`src/crast_pkg.sv`:
```
// ----------------------------------------------------------------------------
// Circle rasteriser package
// Shared widths, opcodes and controller command and status types.
// ----------------------------------------------------------------------------
package crast_pkg;

   localparam int RADIUS_BITS_DEFAULT = 10;

   localparam int OPCODE_W = 1;
   localparam int CENTER_W = 11;
   localparam int RADIUS_W = 10;
   localparam int COORD_W  = 13;

   localparam int POINTS  = 8;
   localparam int POINT_W = $clog2(POINTS);

   localparam logic [OPCODE_W-1:0] OP_START = 1'b0;
   localparam logic [OPCODE_W-1:0] OP_STEP  = 1'b1;

   localparam int DEC_INIT     = 3;
   localparam int DEC_SCALE_SH = 2;
   localparam int DEC_INC_KEEP = 6;
   localparam int DEC_INC_DIAG = 10;

   typedef struct packed {
      logic load_start;
      logic load_step;
      logic next_point;
   } ctrl_cmd_type;

   typedef struct packed {
      logic active;
      logic point_last;
   } ctrl_status_type;

endpackage

```
`src/crast_if.sv`:
```
// ----------------------------------------------------------------------------
// Circle rasteriser channels
// Request and response handshake channels carrying valid, ready and payload.
// ----------------------------------------------------------------------------
interface crast_req_if
   import crast_pkg::*;
   ();
   logic                valid;
   logic                ready;
   logic [OPCODE_W-1:0] opcode;
   logic [CENTER_W-1:0] center_x;
   logic [CENTER_W-1:0] center_y;
   logic [RADIUS_W-1:0] radius;

   modport source (output valid, output opcode, output center_x, output center_y,
                   output radius, input ready);
   modport sink (input valid, input opcode, input center_x, input center_y,
                 input radius, output ready);
endinterface

interface crast_rsp_if
   import crast_pkg::*;
   ();
   logic                      valid;
   logic                      ready;
   logic signed [COORD_W-1:0] point_x;
   logic signed [COORD_W-1:0] point_y;
   logic                      last;
   logic                      done_res;

   modport source (output valid, output point_x, output point_y, output last,
                   output done_res, input ready);
   modport sink (input valid, input point_x, input point_y, input last,
                 input done_res, output ready);
endinterface

```
`src/crast_controller.sv`:
```
// ----------------------------------------------------------------------------
// Circle rasteriser controller
// Sequences item acceptance and the eight-point emission run.
// ----------------------------------------------------------------------------
module crast_controller
   import crast_pkg::*;
   (
   input  logic                clock,
   input  logic                reset,
   input  logic                req_valid,
   input  logic [OPCODE_W-1:0] req_opcode,
   output logic                req_ready,
   output logic                rsp_valid,
   input  logic                rsp_ready,
   input  ctrl_status_type     status,
   output ctrl_cmd_type        cmd
   );

   typedef enum logic [1:0] {
      ST_IDLE = 2'b01,
      ST_EMIT = 2'b10
   } state_type;

   state_type state_ff, state_in;
   logic      req_fire;
   logic      rsp_fire;
   logic      emits;

   assign rsp_valid = (state_ff == ST_EMIT);
   assign rsp_fire  = rsp_valid && rsp_ready;
   assign req_ready = (state_ff == ST_IDLE) || (rsp_fire && status.point_last);
   assign req_fire  = req_valid && req_ready;
   assign emits     = req_fire && ((req_opcode == OP_START) || status.active);

   assign cmd.load_start = req_fire && (req_opcode == OP_START);
   assign cmd.load_step  = req_fire && (req_opcode == OP_STEP) && status.active;
   assign cmd.next_point = rsp_fire;

   always_comb begin
      state_in = state_ff;
      case (state_ff)
         ST_IDLE: begin
            if (emits) begin
               state_in = ST_EMIT;
            end
         end
         ST_EMIT: begin
            if (rsp_fire && status.point_last) begin
               state_in = emits ? ST_EMIT : ST_IDLE;
            end
         end
         default: state_in = ST_IDLE;
      endcase
   end

   always_ff @(posedge clock) begin
      if (reset) begin
         state_ff <= ST_IDLE;
      end else begin
         state_ff <= state_in;
      end
   end

   a_emit_after_load: assert property (@(posedge clock) disable iff (reset)
      emits |=> (state_ff == ST_EMIT))
      else $error("Emitting item did not start an emission run.");

   a_idle_after_run: assert property (@(posedge clock) disable iff (reset)
      (rsp_fire && status.point_last && !emits) |=> (state_ff == ST_IDLE))
      else $error("Controller did not return to idle after the eighth point.");

   a_silent_step: assert property (@(posedge clock) disable iff (reset)
      (req_fire && (req_opcode == OP_STEP) && !status.active) |=> (state_ff == ST_IDLE))
      else $error("Step without an active circle started an emission run.");

endmodule

```
`src/crast_datapath.sv`:
```
// ----------------------------------------------------------------------------
// Circle rasteriser datapath
// Holds the circle state, updates the decision and forms the symmetric points.
// ----------------------------------------------------------------------------
module crast_datapath
   import crast_pkg::*;
   #(
   parameter int RADIUS_BITS = RADIUS_BITS_DEFAULT
   )
   (
   input  logic                      clock,
   input  logic                      reset,
   input  logic [CENTER_W-1:0]       req_center_x,
   input  logic [CENTER_W-1:0]       req_center_y,
   input  logic [RADIUS_W-1:0]       req_radius,
   input  ctrl_cmd_type              cmd,
   output ctrl_status_type           status,
   output logic signed [COORD_W-1:0] point_x,
   output logic signed [COORD_W-1:0] point_y,
   output logic                      last,
   output logic                      done_res
   );

   localparam int RB = RADIUS_BITS;
   localparam int DW = RADIUS_BITS + 4;
   localparam logic [POINT_W-1:0] LAST_POINT = POINT_W'(POINTS - 1);

   logic [CENTER_W-1:0]  center_x_ff, center_x_in;
   logic [CENTER_W-1:0]  center_y_ff, center_y_in;
   logic [RB-1:0]        offset_x_ff, offset_x_in;
   logic [RB-1:0]        offset_y_ff, offset_y_in;
   logic signed [DW-1:0] decision_ff, decision_in;
   logic                 active_ff, active_in;
   logic                 final_ff, final_in;
   logic [POINT_W-1:0]   point_ff, point_in;

   logic [RB+RADIUS_W-1:0] radius_wide;
   logic [RB-1:0]          radius_r;
   logic signed [DW-1:0]   dec_start;
   logic [RB-1:0]          x_next;
   logic [RB-1:0]          y_next;
   logic signed [RB:0]     diff;
   logic signed [DW-1:0]   dec_step;
   logic [COORD_W+RB-1:0]  a_wide;
   logic [COORD_W+RB-1:0]  b_wide;
   logic [COORD_W-1:0]     a_c;
   logic [COORD_W-1:0]     b_c;
   logic [COORD_W-1:0]     cx_c;
   logic [COORD_W-1:0]     cy_c;

   assign radius_wide = {{RB{1'b0}}, req_radius};
   assign radius_r    = radius_wide[RB-1:0];
   assign dec_start   = DW'(DEC_INIT) - $signed({3'b000, radius_r, 1'b0});

   assign x_next = offset_x_ff + RB'(1);
   assign y_next = decision_ff[DW-1] ? offset_y_ff : offset_y_ff - RB'(1);
   assign diff   = $signed({1'b0, x_next}) - $signed({1'b0, y_next});

   always_comb begin
      if (decision_ff[DW-1]) begin
         dec_step = decision_ff + $signed({2'b00, x_next, 2'b00}) + DW'(DEC_INC_KEEP);
      end else begin
         dec_step = decision_ff + $signed({diff[RB], diff, 2'b00}) + DW'(DEC_INC_DIAG);
      end
   end

   always_comb begin
      center_x_in = center_x_ff;
      center_y_in = center_y_ff;
      offset_x_in = offset_x_ff;
      offset_y_in = offset_y_ff;
      decision_in = decision_ff;
      active_in   = active_ff;
      final_in    = final_ff;
      point_in    = point_ff;
      if (cmd.next_point) begin
         point_in = point_ff + POINT_W'(1);
      end
      if (cmd.load_start) begin
         center_x_in = req_center_x;
         center_y_in = req_center_y;
         offset_x_in = '0;
         offset_y_in = radius_r;
         decision_in = dec_start;
         final_in    = (radius_r == '0);
         active_in   = (radius_r != '0);
         point_in    = '0;
      end else if (cmd.load_step) begin
         offset_x_in = x_next;
         offset_y_in = y_next;
         decision_in = dec_step;
         final_in    = !(x_next < y_next);
         active_in   = (x_next < y_next);
         point_in    = '0;
      end
   end

   always_ff @(posedge clock) begin
      if (reset) begin
         center_x_ff <= '0;
         center_y_ff <= '0;
         offset_x_ff <= '0;
         offset_y_ff <= '0;
         decision_ff <= '0;
         active_ff   <= 1'b0;
         final_ff    <= 1'b0;
         point_ff    <= '0;
      end else begin
         center_x_ff <= center_x_in;
         center_y_ff <= center_y_in;
         offset_x_ff <= offset_x_in;
         offset_y_ff <= offset_y_in;
         decision_ff <= decision_in;
         active_ff   <= active_in;
         final_ff    <= final_in;
         point_ff    <= point_in;
      end
   end

   // The upper four points swap the roles of the two offsets.
   assign a_wide = point_ff[2] ? {{COORD_W{1'b0}}, offset_y_ff}
                               : {{COORD_W{1'b0}}, offset_x_ff};
   assign b_wide = point_ff[2] ? {{COORD_W{1'b0}}, offset_x_ff}
                               : {{COORD_W{1'b0}}, offset_y_ff};
   assign a_c    = a_wide[COORD_W-1:0];
   assign b_c    = b_wide[COORD_W-1:0];
   assign cx_c   = {{(COORD_W-CENTER_W){1'b0}}, center_x_ff};
   assign cy_c   = {{(COORD_W-CENTER_W){1'b0}}, center_y_ff};

   assign point_x  = $signed(point_ff[0] ? cx_c - a_c : cx_c + a_c);
   assign point_y  = $signed(point_ff[1] ? cy_c - b_c : cy_c + b_c);
   assign last     = (point_ff == LAST_POINT);
   assign done_res = final_ff;

   assign status.active     = active_ff;
   assign status.point_last = (point_ff == LAST_POINT);

   a_start_clears: assert property (@(posedge clock) disable iff (reset)
      cmd.load_start |=> (point_ff == '0) && (offset_x_ff == '0))
      else $error("Start item did not clear the offset and point index.");

   a_active_order: assert property (@(posedge clock) disable iff (reset)
      active_ff |-> (offset_x_ff < offset_y_ff))
      else $error("Circle active although x is no longer below y.");

endmodule

```
`src/circle_rasterizer_unit.sv`:
```
// ----------------------------------------------------------------------------
// Circle rasteriser
// Midpoint circle generator emitting eight symmetric points per position.
// ----------------------------------------------------------------------------
// A start item latches the centre and radius and emits the eight symmetric
// points of the first position; each step item advances one position and
// emits its eight points, with done_res set on the points of the final step.
// Points leave one per cycle from the point counter while rsp_bus.ready is
// held high, and the next item is taken in the cycle in which the eighth
// point of the current item is taken. A step with no circle in progress is
// taken and emits nothing.
module circle_rasterizer_unit
   import crast_pkg::*;
   #(
   parameter int RADIUS_BITS = RADIUS_BITS_DEFAULT
   )
   (
   input  logic     clock,
   input  logic     reset,
   crast_req_if.sink   req_bus,
   crast_rsp_if.source rsp_bus
   );

   ctrl_cmd_type    cmd;
   ctrl_status_type status;

   crast_controller u_controller (
      .clock      (clock),
      .reset      (reset),
      .req_valid  (req_bus.valid),
      .req_opcode (req_bus.opcode),
      .req_ready  (req_bus.ready),
      .rsp_valid  (rsp_bus.valid),
      .rsp_ready  (rsp_bus.ready),
      .status     (status),
      .cmd        (cmd)
   );

   crast_datapath #(
      .RADIUS_BITS (RADIUS_BITS)
   ) u_datapath (
      .clock        (clock),
      .reset        (reset),
      .req_center_x (req_bus.center_x),
      .req_center_y (req_bus.center_y),
      .req_radius   (req_bus.radius),
      .cmd          (cmd),
      .status       (status),
      .point_x      (rsp_bus.point_x),
      .point_y      (rsp_bus.point_y),
      .last         (rsp_bus.last),
      .done_res     (rsp_bus.done_res)
   );

endmodule
```
`src/flat_wrapper.sv`:
```
// flat-port wrapper written by rule: the top's interface ports become plain ports
module circle_rasterizer_unit_flat import crast_pkg::*;
#(
   parameter int RADIUS_BITS = RADIUS_BITS_DEFAULT
   )
  (clock, reset, req_bus_valid, req_bus_opcode, req_bus_center_x, req_bus_center_y, req_bus_radius, req_bus_ready, rsp_bus_valid, rsp_bus_point_x, rsp_bus_point_y, rsp_bus_last, rsp_bus_done_res, rsp_bus_ready);
  crast_req_if req_bus_i ();
  crast_rsp_if rsp_bus_i ();
  input  logic clock;
  input  logic reset;
  input wire logic [$bits(req_bus_i.valid)-1:0] req_bus_valid;
  input wire logic [$bits(req_bus_i.opcode)-1:0] req_bus_opcode;
  input wire logic [$bits(req_bus_i.center_x)-1:0] req_bus_center_x;
  input wire logic [$bits(req_bus_i.center_y)-1:0] req_bus_center_y;
  input wire logic [$bits(req_bus_i.radius)-1:0] req_bus_radius;
  output wire logic [$bits(req_bus_i.ready)-1:0] req_bus_ready;
  output wire logic [$bits(rsp_bus_i.valid)-1:0] rsp_bus_valid;
  output wire logic [$bits(rsp_bus_i.point_x)-1:0] rsp_bus_point_x;
  output wire logic [$bits(rsp_bus_i.point_y)-1:0] rsp_bus_point_y;
  output wire logic [$bits(rsp_bus_i.last)-1:0] rsp_bus_last;
  output wire logic [$bits(rsp_bus_i.done_res)-1:0] rsp_bus_done_res;
  input wire logic [$bits(rsp_bus_i.ready)-1:0] rsp_bus_ready;
  assign req_bus_i.valid = req_bus_valid;
  assign req_bus_i.opcode = req_bus_opcode;
  assign req_bus_i.center_x = req_bus_center_x;
  assign req_bus_i.center_y = req_bus_center_y;
  assign req_bus_i.radius = req_bus_radius;
  assign req_bus_ready = req_bus_i.ready;
  assign rsp_bus_valid = rsp_bus_i.valid;
  assign rsp_bus_point_x = rsp_bus_i.point_x;
  assign rsp_bus_point_y = rsp_bus_i.point_y;
  assign rsp_bus_last = rsp_bus_i.last;
  assign rsp_bus_done_res = rsp_bus_i.done_res;
  assign rsp_bus_i.ready = rsp_bus_ready;
  circle_rasterizer_unit #(.RADIUS_BITS(RADIUS_BITS)) u_core (.clock(clock), .reset(reset), .req_bus(req_bus_i), .rsp_bus(rsp_bus_i));
endmodule
```
`config.mk`:
```
export PLATFORM = sky130hd
export DESIGN_NAME = circle_rasterizer_unit_flat
export DESIGN_NICKNAME = d
export VERILOG_FILES = /design/src/crast_pkg.sv /design/src/crast_if.sv /design/src/crast_controller.sv /design/src/crast_datapath.sv /design/src/circle_rasterizer_unit.sv /design/src/flat_wrapper.sv
export SDC_FILE = /design/constraint.sdc
export NUM_CORES = 1
export LEC_CHECK = 0
export ABC_CLOCK_PERIOD_IN_PS = 8000
export BUFFER_PORTS_ARGS = -buffer_cell sky130_fd_sc_hd__buf_4
export CORE_MARGIN = 2
export CORE_UTILIZATION = 60
export DETAILED_ROUTE_END_ITERATION = 10
export PLACE_DENSITY = 0.81
export SLEW_MARGIN = 10
export SYNTH_ARGS = -nofsm -noshare
export SYNTH_HDL_FRONTEND = slang
export SYNTH_SLANG_ARGS = --single-unit
```
`constraint.sdc`:
```
create_clock -name clock -period 8 [get_ports clock]
set_clock_uncertainty 0.05 [all_clocks]
set_input_delay 1.2 -clock clock [delete_from_list [all_inputs] [get_ports clock]]
set_output_delay 1.2 -clock clock [all_outputs]
set_load 0.02 [all_outputs]
```
* After elaboration in Yosys (flattened, before gate mapping) *
Index checks and enable logic that the tools add are counted.

operators by class
  add/sub/neg operators = 13
  magnitude comparators = 1
  equal/unequal tests = 5
  bitwise operators = 1
  multiplexer cells = 18
  reductions and logical operators = 16

operators with widths
  cell                     number
  $mux W10                 5
  $mux W14                 3
  $add A14 B13 Y14         2
  $mux W13                 2
  $add A11 B10 Y12         2
  $sub A11 B10 Y12         2
  $add A14 B4 Y14 const B  1
  $add A14 B5 Y14 const B  1
  $sub A2 B11 Y12 const A  1
  $sub A10 B10 Y11         1
  $add A10 B1 Y10 const B  1
  $logic_not A10 Y1        1
  $lt A10 B10 Y1           1
  $reduce_bool A10 Y1      1
  $sub A10 B1 Y10 const B  1
  $logic_and A1 B1 Y1      7
  $mux W2                  3
  $mux W1                  4
  $pmux W2 S2              1
  $add A3 B1 Y3 const B    1
  $eq A3 B3 Y1 const B     1
  $reduce_or A3 Y1         1
  $eq A2 B1 Y1 const B     1
  $eq A2 B2 Y1 const B     1
  8 further kinds          9

storage, ports and cells
  input port bits = 37
  output and inout port bits = 30
  logic and storage cells = 63
  bits in registers = 63

* Longest topological paths before layout *
  depth in word-level cells = 9
  gate-level depth with buffers = 22
  depth with buffers taken out = 21

* Hierarchy *
Synthesis repeated with hierarchy kept, for this count alone.

unflattened totals
  cells, all modules = 848
  area total of the unflattened synthesis = 6,668.9 µm²

modules (own cells, without submodules)
  module            cells each  times used  area an instance (µm²)  sequential area each (µm²)
  crast_datapath    821         1           6,477.5                 1,201.2
  crast_controller  27          1           191.4                   40.0

* Worst setup path before layout *
Ideal clock, no wire load.

  kind = register to output
  start = register u_core.u_datapath.point_ff[2]
  end = output port rsp_bus_point_x[11]
  setup slack = 2.867 ns
  buffers on the path = 2
  data arrival time = 3.883 ns
  stages on the path, launching flop included = 15
  data required time = 6.750 ns
  cells stage by stage = dfxtp_1 clkbuf_1 buf_1 mux2i_1 ha_1 nor2b_1 o21ai_0 a21boi_0 o21ai_0 a21boi_0 o21ai_0 a21oi_1 o31a_1 nor4_1 or3_1

between the ends
  word-level cells in the longest chain between the ends = 3
  elaborated cells between the ends (all ways) = 4
  classes of those cells = add/sub: 2; mux: 2

ends and longest elaborated chain
  element                                                      RTL line               text
  start, declared                                              crast_datapath.sv:35   logic [POINT_W-1:0] point_ff, point_in;
  start signal, assigned                                       crast_datapath.sv:116  point_ff <= point_in;
  $mux W10 (*)                                                 crast_datapath.sv:121  assign a_wide = point_ff[2] ? {{COORD_W{1'b0}}, offset_y_ff}
  $add A11 B10 Y12 / $sub A11 B10 Y12 (equally long branches)  crast_datapath.sv:130  assign point_x = $signed(point_ff[0] ? cx_c - a_c : cx_c + a_c);
  $mux W13 (*)                                                 crast_datapath.sv:130
  end, declared                                                flat_wrapper.sv:18     output wire logic [$bits(rsp_bus_i.point_x)-1:0] rsp_bus_point_x;

Every way passes the cells marked *; elsewhere a longest branch is shown, timed or not.

* Final worst setup path *
Ends and elaborated chain as after synthesis.

==> out/qor.csv <==
stage,metric,value,unit
setup_path,Worst EP arrival,3.77,ns
detailed_routing,Wirelength per Cell,15.37,um
clock_tree,CTS Hold Buffers Added,0,
timing,Final Hold Viols,0,
global_routing,All-Layer GR Usage,28.40,%
place,gpl congestion,0.9202,
finish,fin nets,1044,
power,Leak,3.415,nW
yosys,Synth async-reset ratio,0,%
clock_tree,CTS tree,yes,
detailed_routing,drt via density,5.735,
setup_path,Worst Setup Start Kind,flip-flop,
finish,area of the multi-input gates,4920,um^2
detailed_routing,Pre-Repair DR Iteration Count,5,
yosys,Syn Nets,1001,
detailed_routing,remaining routing DRC violations,0,
global_routing,vias in the first global route,5756,
setup_path,CP required,6.75,ns
floorplan,Starting Density,61.12,%
setup_path,Crit Path Category,reg -> out,
finish,area grow syn2layout,11.38,%
detailed_routing,via count,6022,
run_status,status,finished clean,
setup_path,CP Capture Type,primary output,
place,DP HPWL,12160,um
setup_path,CP peak stage delay,0.48,ns
floorplan,core area,10790,um^2
finish,final cell count without fillers,1050,
clock_tree,clock buffer depth,2,
detailed_routing,Antenna Violating Nets Remaining,0,
finish,fraction of layout cells with a size suffix above 1,12.20,%
global_routing,GRT overflow,0,
detailed_routing,Starting DRT DRC Count,398,
yosys,Mapped Area,6596,um^2
power,Worst VDD drop,191.8,uV
timing,fmax,199.0,MHz
yosys,sequential element share of the synthesized area,18.82,%
timing,unrepaired setup endpoints after global routing,false,
clock_tree,Max H-tree Level,3,
timing,Slew headroom,32.61,%
flow_run,Max Cap Violations,0,
setup_path,Crit path buffers/inverters,2,
power,Power Density,207.4,nW/um^2
setup_path,"Slowest-stage cell, CP",mux2i_1,
setup_path,cells along the critical path,buf_4 > mux2i_1 > ha_1 > nor2b_1 > o21ai_0 > a21boi_0 > o21ai_0 > a21boi_0 > o21ai_0 > a21oi_1 > o31a_1 > nor4_1 > or3_1 > buf_4,
clock_tree,Setup Buffers After CTS,0,
yosys,"Top FF cell, synth",dfxtp_1,
floorplan,Die ar.,11850,um^2
timing,Final Slew Violations,0,
yosys,yosys warns,0,
floorplan,row count,38,
yosys,"EDFF count, synth",0,
floorplan,die width,108.9,um
floorplan,Ports,67,
yosys,Gate Count Post-Synth,863,
timing,"Setup violations, final",0,
place,PortBufs,66,
timing,min Tclk post-route,5.024,ns
timing,crit share post-route,62.81,%
clock_tree,Clock Latency Late Sink,0.35,ns
clock_tree,Post-CTS Resized,0,
detailed_routing,detailed-route wire length,16140,um
finish,sequential cell area,1241,um^2
yosys,Synth Register Bits,62,
clock_tree,Inserted Clock Buffers,9,
finish,antenna cell count,0,
global_routing,pin count of the biggest net entering global routing,52,
global_routing,initial antenna violation count,0,
worst_hold_path,Worst Hold Class,reg -> reg,
setup_path,family with the most delay on the worst path,compound AO/OA/AOI/OAI gates,
clock_tree,clk slew on worst S/H paths,0.07,ns
timing,Worst-Margin Slew,1.000,ns
setup_path,CP max FO,25,
place,placed cell area,7139,um^2
clock_tree,CTS root buf,clkbuf_8,
finish,FILL cells,954,
clock_tree,Clock Sinks,62,
place,placed cell count,1035,
yosys,post-synth cell types,71,
floorplan,Die Y,108.9,um
yosys,Synth Area per Inst,7.643,um^2
global_routing,first-pass GRT wire length,26720,um
timing,setup TNS,0,ns
finish,Finished Cell Area,7347,um^2
power,Final Power,1.524,mW
setup_path,CP most frequent cell,o21ai_0,
## final timing paths
path	start	end	slack (ns)	cells past startpoint
setup reg to reg	u_core.u_datapath.offset_y_ff[0]	u_core.u_datapath.decision_ff[13]	3.11	21
hold / removal	u_core.u_datapath.done_res	u_core.u_datapath.done_res	0.42	2
hold reg to reg	u_core.u_datapath.done_res	u_core.u_datapath.done_res	0.42	2
setup / recovery	u_core.u_datapath.point_ff[2]	rsp_bus_point_x[11]	2.98	14
## flip-flops by register name, indices dropped and copies added (netlist names)
register / flops
u_core.u_datapath.offset_y_ff: 10
u_core.u_datapath.active_ff: 1
u_core.u_controller.state_ff: 2
u_core.u_datapath.decision_ff: 13
u_core.u_datapath.center_y_ff: 11
u_core.u_datapath.done_res: 1
u_core.u_datapath.offset_x_ff: 10
u_core.u_datapath.point_ff: 3
u_core.u_datapath.center_x_ff: 11
## per-stage QoR
| step | utilization [%] | hold slack, ns | worst slack, ns |
|---|---|---|---|
| 2_1_floorplan | - | 0.4036 | 2.867 |
| 3_3_place_gp | 66.15 | 0.3977 | 3.360 |
| 3_5_place_dp | 66.15 | 0.4008 | 3.254 |
| 4_1_cts | 68.07 | 0.4146 | 2.995 |
| 5_1_grt | 68.07 | 0.4195 | 2.603 |
| 6_report | 68.07 | 0.4216 | 2.976 |
## synth_stat cells (11+ instances only)
cell type	number	area share, %
ha_1	94	18
o21bai_1	12	1.4
nor2_1	62	3.5
o21ai_0	37	2.8
nor3_1	12	0.91
clkbuf_1	27	1.5
nand2_1	109	6.2
mux2i_1	22	3.3
or3_1	11	1.0
inv_1	74	4.2
xnor2_1	45	6.0
a211oi_1	12	1.4
a21oi_1	92	7.0
a21o_1	14	1.6
dfxtp_1	62	19
xor2_1	29	3.9
nand3_1	17	1.3
## final cells by class
type	count	area share, %
multi-input combinational	689	66.96
tap	140	2.384
clock buffer	12	2.248
inverter	74	3.781
timing repair buffer	70	7.153
clock inverter	3	0.5790
sequential	62	16.89
## report_power, final
| part | leakage, nW | total, mW | internal [mW] | switching, mW |
|---|---|---|---|---|
| Sequential | 0.506 | 0.373 | 0.337 | 0.0362 |
| Combinational | 2.80 | 0.848 | 0.370 | 0.477 |
| Clock | 0.104 | 0.303 | 0.167 | 0.136 |
| Total | 3.41 | 1.52 | 0.875 | 0.649 |
## cells by family (layout without fill, tap and decap cells)
group | Yosys count | after routing | synth area share (%)
xor gates and xnor gates | 77 | 77 | 10.57
and+or+nand+nor | 257 | 257 | 18.25
adders and majority gates | 104 | 104 | 20.50
muxes | 25 | 25 | 3.850
DFF | 62 | 62 | 18.82
AOI/OAI and AO/OA | 226 | 226 | 21.38
buffers and inverters | 112 | 159 | 6.639
## per-layer routing
metal / vias to the layer above / share of wire (%) / global-route usage [%]
li1: 3062 / - / -
met1: 2784 / 47 / 36.90
met2: 155 / 47 / 48.75
met3: 21 / 4.4 / 4.124
met4: 0 / 1.9 / 8.516
met5: - / 0 / 0
## worst reg2reg max path, cell delays in order (launching register included)
cell and delay (ns):
dfxtp_1 0.48, inv_1 0.14, ha_1 0.32, mux2_2 0.31
ha_1 0.28, nor2b_1 0.12, o21ai_0 0.29, a31oi_1 0.13
o21ai_0 0.27, nand2_1 0.11, xnor2_1 0.21, ha_1 0.27
ha_1 0.25, or3_1 0.37, o21ai_0 0.07, a21oi_1 0.08
a41o_1 0.25, o21ai_0 0.21, nand2b_1 0.08, a21oi_1 0.21
xnor2_1 0.11, o41ai_2 0.19
## placed cells by master (no fill, tap or decap), types with 3 or more instances in the layout
| cell type | Yosys | layout |
|---|---|---|
| a21o_1 | 14 | 14 |
| nor2_1 | 62 | 61 |
| nand3_1 | 17 | 17 |
| nor2_2 | 2 | 3 |
| o21ai_0 | 37 | 37 |
| a31oi_1 | 7 | 7 |
| mux2_2 | 3 | 3 |
| buf_4 | 2 | 70 |
| nand2b_1 | 9 | 9 |
| xor2_1 | 29 | 29 |
| nand4_1 | 3 | 3 |
| xnor2_1 | 45 | 45 |
| fa_1 | 7 | 7 |
| nand2_1 | 109 | 109 |
| clkbuf_8 | 0 | 12 |
| ha_1 | 94 | 94 |
| or3_1 | 11 | 11 |
| nor4_1 | 4 | 4 |
| dfxtp_1 | 62 | 62 |
| mux2i_1 | 22 | 22 |
| nor3_1 | 12 | 12 |
| o21bai_1 | 12 | 12 |
| a21boi_0 | 7 | 7 |
| inv_1 | 74 | 74 |
| o211ai_1 | 8 | 8 |
| a21oi_1 | 92 | 92 |
| a211oi_1 | 12 | 12 |
| o22ai_1 | 10 | 10 |
| nor2b_1 | 5 | 5 |
| o21a_1 | 6 | 6 |
| and2_1 | 4 | 4 |
Power figures use the tool's default switching activity.
